$ cat config.mk
export PLATFORM = sky130hd
export DESIGN_NAME = dfcf_mac
export DESIGN_NICKNAME = d
export VERILOG_FILES = /design/src/sv/dfcf_pkg.sv /design/src/sv/dfcf_mac.sv
export SDC_FILE = /design/constraint.sdc
export NUM_CORES = 1
export LEC_CHECK = 0
export BUFFER_PORTS_ARGS = -buffer_cell sky130_fd_sc_hd__buf_4
export CAP_MARGIN = 20
export CORE_MARGIN = 1.5
export CORE_UTILIZATION = 65
export DETAILED_ROUTE_END_ITERATION = 6
export PLACE_DENSITY = 0.83
export SYNTH_ARGS = -nofsm -noshare
export SYNTH_HDL_FRONTEND = slang
export SYNTH_SLANG_ARGS = --single-unit
$ cat constraint.sdc
create_clock -name i_clk -period 6.7 [get_ports i_clk]
set_input_delay 0.335 -clock i_clk [delete_from_list [all_inputs] [get_ports i_clk]]
set_output_delay 0.335 -clock i_clk [all_outputs]
set_load 0.05 [all_outputs]
$ cat src/sv/dfcf_pkg.sv
// package: widths, constants, config register codes and types of the comb filter
`default_nettype none

package dfcf_pkg;

    localparam int LINE_DEPTH = 4096;
    localparam int ADDR_W     = $clog2(LINE_DEPTH);

    localparam int SAMPLE_W   = 24;
    localparam int GAIN_W     = 16;
    localparam int DELAY_W    = 12;
    localparam int CFG_W      = 16;
    localparam int FRAC_W     = 15;

    localparam int UNITY      = 2 ** FRAC_W;
    localparam int ROUND_HALF = 2 ** (FRAC_W - 1);
    localparam int SAMPLE_MAX = 2 ** (SAMPLE_W - 1) - 1;
    localparam int SAMPLE_MIN = -(2 ** (SAMPLE_W - 1));

    // signed sample times unsigned gain, then a sum of two such products
    localparam int PROD_W     = SAMPLE_W + GAIN_W + 1;
    localparam int ACC_W      = PROD_W + 1;

    localparam int RESET_GAIN = 16384;

    typedef enum logic [1:0] {
        CFG_DELAY   = 2'd0,
        CFG_FB_GAIN = 2'd1,
        CFG_FF_GAIN = 2'd2,
        CFG_DAMPING = 2'd3
    } t_cfg_idx;

    typedef logic signed [SAMPLE_W-1:0] t_sample;
    typedef logic [GAIN_W-1:0]          t_gain;

    // control of the shared multiply-accumulate unit
    typedef struct packed {
        logic en;
        logic clear;
    } t_mac_ctl;

endpackage

`default_nettype wire

$ cat src/sv/dfcf_mac.sv
// shared multiply-accumulate unit with q15 rounding and 24-bit saturation
`default_nettype none

module dfcf_mac (
    input  wire logic               i_clk,
    input  wire dfcf_pkg::t_mac_ctl i_ctl,
    input  wire dfcf_pkg::t_sample  i_a,
    input  wire dfcf_pkg::t_gain    i_b,
    output dfcf_pkg::t_sample       o_result
);
    import dfcf_pkg::*;

    localparam logic signed [ACC_W:0] SAT_HI = (ACC_W + 1)'(SAMPLE_MAX);
    localparam logic signed [ACC_W:0] SAT_LO = (ACC_W + 1)'(SAMPLE_MIN);
    localparam logic signed [ACC_W:0] HALF   = (ACC_W + 1)'(ROUND_HALF);

    logic signed [ACC_W-1:0]  r_acc;
    logic signed [PROD_W-1:0] prod;
    logic signed [ACC_W-1:0]  n_acc;
    logic signed [ACC_W:0]    biased;
    logic signed [ACC_W:0]    scaled;

    assign prod  = PROD_W'(i_a * $signed({1'b0, i_b}));
    assign n_acc = (i_ctl.clear ? ACC_W'(0) : r_acc) + ACC_W'(prod);

    always_ff @(posedge i_clk) begin
        if (i_ctl.en) begin
            r_acc <= n_acc;
        end
    end

    // floor((acc + half) / 2^15), then clip to the sample range
    assign biased = (ACC_W + 1)'(r_acc) + HALF;
    assign scaled = biased >>> FRAC_W;

    always_comb begin
        priority if (scaled > SAT_HI) begin
            o_result = t_sample'(SAMPLE_MAX);
        end else if (scaled < SAT_LO) begin
            o_result = t_sample'(SAMPLE_MIN);
        end else begin
            o_result = SAMPLE_W'(scaled);
        end
    end

endmodule

`default_nettype wire

-- Yosys cells after proc, flatten, opt, wreduce, memory -nomap -nowiden
Index checks and enable logic that the tools add are counted.
- bits in registers: 42
- output and inout bits: 24
- logic and storage cells: 9
- add/subtract/negate cells: 2
- multiply operators: 1
- order comparisons: 2
- mux-type cells: 3
- operators with widths (kind ; count):
    $mux W24 ; 2
    $add A42 B16 Y43 const B ; 1
    $add A42 B41 Y42 ; 1
    $mux W42 ; 1
    $mul A24 B17 Y41 ; 1
    $gt A28 B24 Y1 const B ; 1
    $lt A28 B24 Y1 const B ; 1

-- Depth between registers and ports, before layout
- word-level depth: 4
- gate-level depth with buffers: 24
- mapped depth without buffers: 22

-- Least setup slack after synthesis
Ideal clock, no wire load.
- path type: input to register
- start point: input i_a[23]
- end point: register r_acc[41] (data pin)
- setup time: 0.260 ns
- arrival: 5.843 ns
- path slack: 0.597 ns
- cell stages on the path: 24
- path through: clkbuf_1 > nand2_1 > fa_1 > inv_1 > fa_1 > inv_1 > fa_1 > inv_1 > fa_1 > fa_1 > inv_1 > fa_1 > inv_1 > ha_1 > clkbuf_1 > nand3_1 > nor2_1 > nand3_1 > o22a_1 > nand3_1 > a21oi_2 > o41ai_1 > a21oi_1 > xnor2_1
- cells in the longest elaborated chain, start to end: 2
- ends and longest elaborated chain (element ; line ; RTL):
    from (decl) ; dfcf_mac.sv:7 ; input wire dfcf_pkg::t_sample i_a,
    $mul A24 B17 Y41 ; dfcf_mac.sv:23 ; assign prod = PROD_W'(i_a * $signed({1'b0, i_b}));
    $add A42 B41 Y42 ; dfcf_mac.sv:24 ; assign n_acc = (i_ctl.clear ? ACC_W'(0) : r_acc) + ACC_W'(prod);
    via n_acc[41] ; dfcf_mac.sv:19 ; logic signed [ACC_W-1:0] n_acc;
    to (signal assigned) ; dfcf_mac.sv:28 ; r_acc <= n_acc;
    to (decl) ; dfcf_mac.sv:17 ; logic signed [ACC_W-1:0] r_acc;
The timed path passes the listed nets, and every way through them passes these cells.
A chain may end at the register's enable or synchronous reset.

-- Worst setup path in the final report
- start point: input i_b[2]
- end point: register r_acc[41] (data pin)
- cells in the longest elaborated chain, start to end: 2
- ends and longest elaborated chain (element ; line ; RTL):
    from (decl) ; dfcf_mac.sv:8 ; input wire dfcf_pkg::t_gain i_b,
    $mul A24 B17 Y41 ; dfcf_mac.sv:23 ;
    $add A42 B41 Y42 ; dfcf_mac.sv:24 ;
    via n_acc[41] ; dfcf_mac.sv:19 ;
The timed path passes the listed nets, and every way through them passes these cells.

==> results.toml <==
[synthesis]
syn_avg_cell_area_um2 = 9.228
synth_nets = 2510
synth_seq_cells = 42
synth_fa_ha_area_share_pct = 56.22
synth.area.mux_share_pct = 0
syn-instance-count = 1928
synthDistinctLibCells = 59
synth_ff_type = "edfxtp_1"
async_flop_share_pct = 0
synth-edff-count = 42
synth-xor-area-share_pct = 3.298
synth_top_family_by_area = "adder cells"
yosys_warnings = 0
yosys.area_share.simple_pct = 15.74
synth_compound_area_share_pct = 4.677
ys_seq_area_share_pct = 7.089
synthesis.area_um2 = 17790

[cells_and_area]
drive_gt1_share_pct = 4.693
fin_util_pct = 69.30
nNetsFinal = 2520
num_antenna_cells = 0
nFillCells = 2021
multi_input_area_um2 = 14220
max_flop_register = "r_acc"
fin_cells = 2280
largest_reg_flops = 42
largest_registers = "r_acc: 42 flops"
layout_commonest_cell = "inv_1"
layout_common_cells = "inv_1, fa_1, nand2_1, and2_1, ha_1"
seqCellArea_um2 = 1261
syn_to_final_growth_pct = 4.684

[route]
post_drt_wl_per_cell_um = 18.05
num_vias = 12647
vias_per_cell = 5.547
drt_pass1_iterations = 5
drt_iter0_drc = 942
route.detailed.drc = 0
drt_wl_total_um = 41150
postRouteAntennaNets = 0

[global_routing]
antenna_found_initial = 0
grt.total_usage_pct = 32.20
grt_max_degree = 43
grt_pass1_wl_um = 71570
grt_overflow = 0
grt_pass1_vias = 14171

[worst_setup_path]
path_max_fanout = 24
cp-start-kind = "input pin"
endpoint_kind = "flop"
cp.arrival_ns = 6.27
worst-setup-path-type = "in2reg"
crit_required_ns = 6.72

[sta]
hold_viol = 0
slew_viol_final = 0
finClkSkew_ns = 0.005386
timing.fmax_ghz = 0.1601
timing.final.crit_period_ns = 6.246
setup_viol = 0
fin_setup_tns_ns = 0
rsz0062_at_grt = "no"
min_period_over_period_pct = 93.23
worst_slew_pin_slew_ns = 0.6339
slew_headroom_pct = 57.49

[clock_network]
ctsResizeCount = 0
postCtsHoldBufs = 0
cts_tree = "built"
clock-sinks = 42
cts_buffer_depth = 2
root_buffer = "clkbuf_16"
post_cts_buffers = 0
clk_pin_slew_ns = 0.06
clk-insertion-delay-late_ns = 0.28
numCtsBuffers = 5
cts-htree-levels = 2

[placement]
portBuffers = 66
gp_congestion = 0.9612
dp_hpwl_um = 34920
dp.cells = 2271

[floorplanning]
boundaryPins = 67
row_count = 60
dieArea_um2 = 28370
die_w_um = 168.4
core_area_um2 = 26880
die_h_um = 168.4
start_util_pct = 66.20

[flow_run]
cap_violations = 0

[worst_hold_path]
hold_class = "in2reg"

[run_status]
status = "finished clean"
==> metal layers <==
layer | up-vias | global-route usage [%] | share of wire (%)
met1 | 6483 | 47.28 | 44
met2 | 518 | 49.95 | 46
met4 | 0 | 6.328 | 1.3
met3 | 52 | 7.217 | 9.2
li1 | 5594 | - | -
met5 | - | 0 | 0
==> cells by family after synthesis <==
| kind of cell | Yosys count |
|---|---|
| DFF | 42 |
| AOI/OAI and AO/OA | 130 |
| adders and majority gates | 539 |
| buffers and inverters | 614 |
| xor gates and xnor gates | 67 |
| and+or+nand+nor | 536 |
==> critical path: stages <==
cell     delay (ns)
buf_4          0.23
nand2_1        0.18
fa_1           0.68
inv_1          0.14
fa_1           0.51
inv_1          0.05
fa_1           0.49
inv_1          0.05
fa_1           0.53
fa_1           0.51
inv_1          0.05
fa_1           0.50
inv_1          0.06
ha_1           0.41
nand3_1        0.13
nor2_1         0.18
nand3_1        0.10
o22a_1         0.22
nand3_1        0.16
a21oi_2        0.10
o41ai_1        0.36
a21oi_1        0.13
xnor2_1        0.14
==> path summary, 6_finish.rpt <==
| path | from | to | slack, ns | depth (start not counted) |
|---|---|---|---|---|
| max | i_b[2] | r_acc[41]$_DFFE_PP_ | 0.45 | 23 |
| max reg2reg | r_acc[24]$_DFFE_PP_ | r_acc[38]$_DFFE_PP_ | 0.87 | 19 |
| min reg2reg | r_acc[0]$_DFFE_PP_ | r_acc[0]$_DFFE_PP_ | 0.71 | 2 |
| min | i_ctl[1] | r_acc[36]$_DFFE_PP_ | 0.58 | 1 |
==> per-stage QoR <==
stage	hold WS (ns)	setup slack (ns)	cell area, um2
floorplan	0.4475	0.5967	17790
detailed placement	0.7094	0.1980	18480
global route	0.6008	0.08243	18630
global placement	0.6631	0.3219	18480
finish	0.5753	0.4536	18630
CTS	0.5819	0.4789	18620
==> area by class of cell <==
cell class | count | share of cell area [%]
inverter | 547 | 11.02
multi-input combinational | 1272 | 76.35
tap | 341 | 2.291
clock buffer | 6 | 0.6919
timing repair buffer | 70 | 2.821
sequential | 42 | 6.771
clock inverter | 2 | 0.04702
==> synth_stat cells (2+ instances only) <==
master | number | share of area, %
a21o_1 | 14 | 0.59
nand4_1 | 8 | 0.28
nand2b_1 | 35 | 1.2
and2_1 | 205 | 7.2
o21ai_1 | 3 | 0.084
and4_1 | 3 | 0.15
clkbuf_1 | 63 | 1.3
xnor2_1 | 42 | 2.1
fa_1 | 434 | 49
a21oi_1 | 41 | 1.2
nand3_1 | 15 | 0.42
and3_1 | 6 | 0.21
nor3_1 | 6 | 0.17
nor2_1 | 18 | 0.38
a31oi_1 | 5 | 0.18
buf_2 | 2 | 0.056
nand2_1 | 213 | 4.5
o21bai_1 | 4 | 0.17
a31o_1 | 2 | 0.098
ha_1 | 105 | 7.4
o21ai_0 | 37 | 1.0
a211oi_2 | 3 | 0.21
a21oi_2 | 2 | 0.098
inv_1 | 547 | 12
nor2b_1 | 12 | 0.42
o21a_1 | 2 | 0.084
clkbuf_2 | 2 | 0.056
or3_1 | 3 | 0.11
edfxtp_1 | 42 | 7.1
xor2_1 | 25 | 1.2
Power is not shown: default switching activity piles up to over one toggle a cycle in this logic, so the estimate is an artifact.
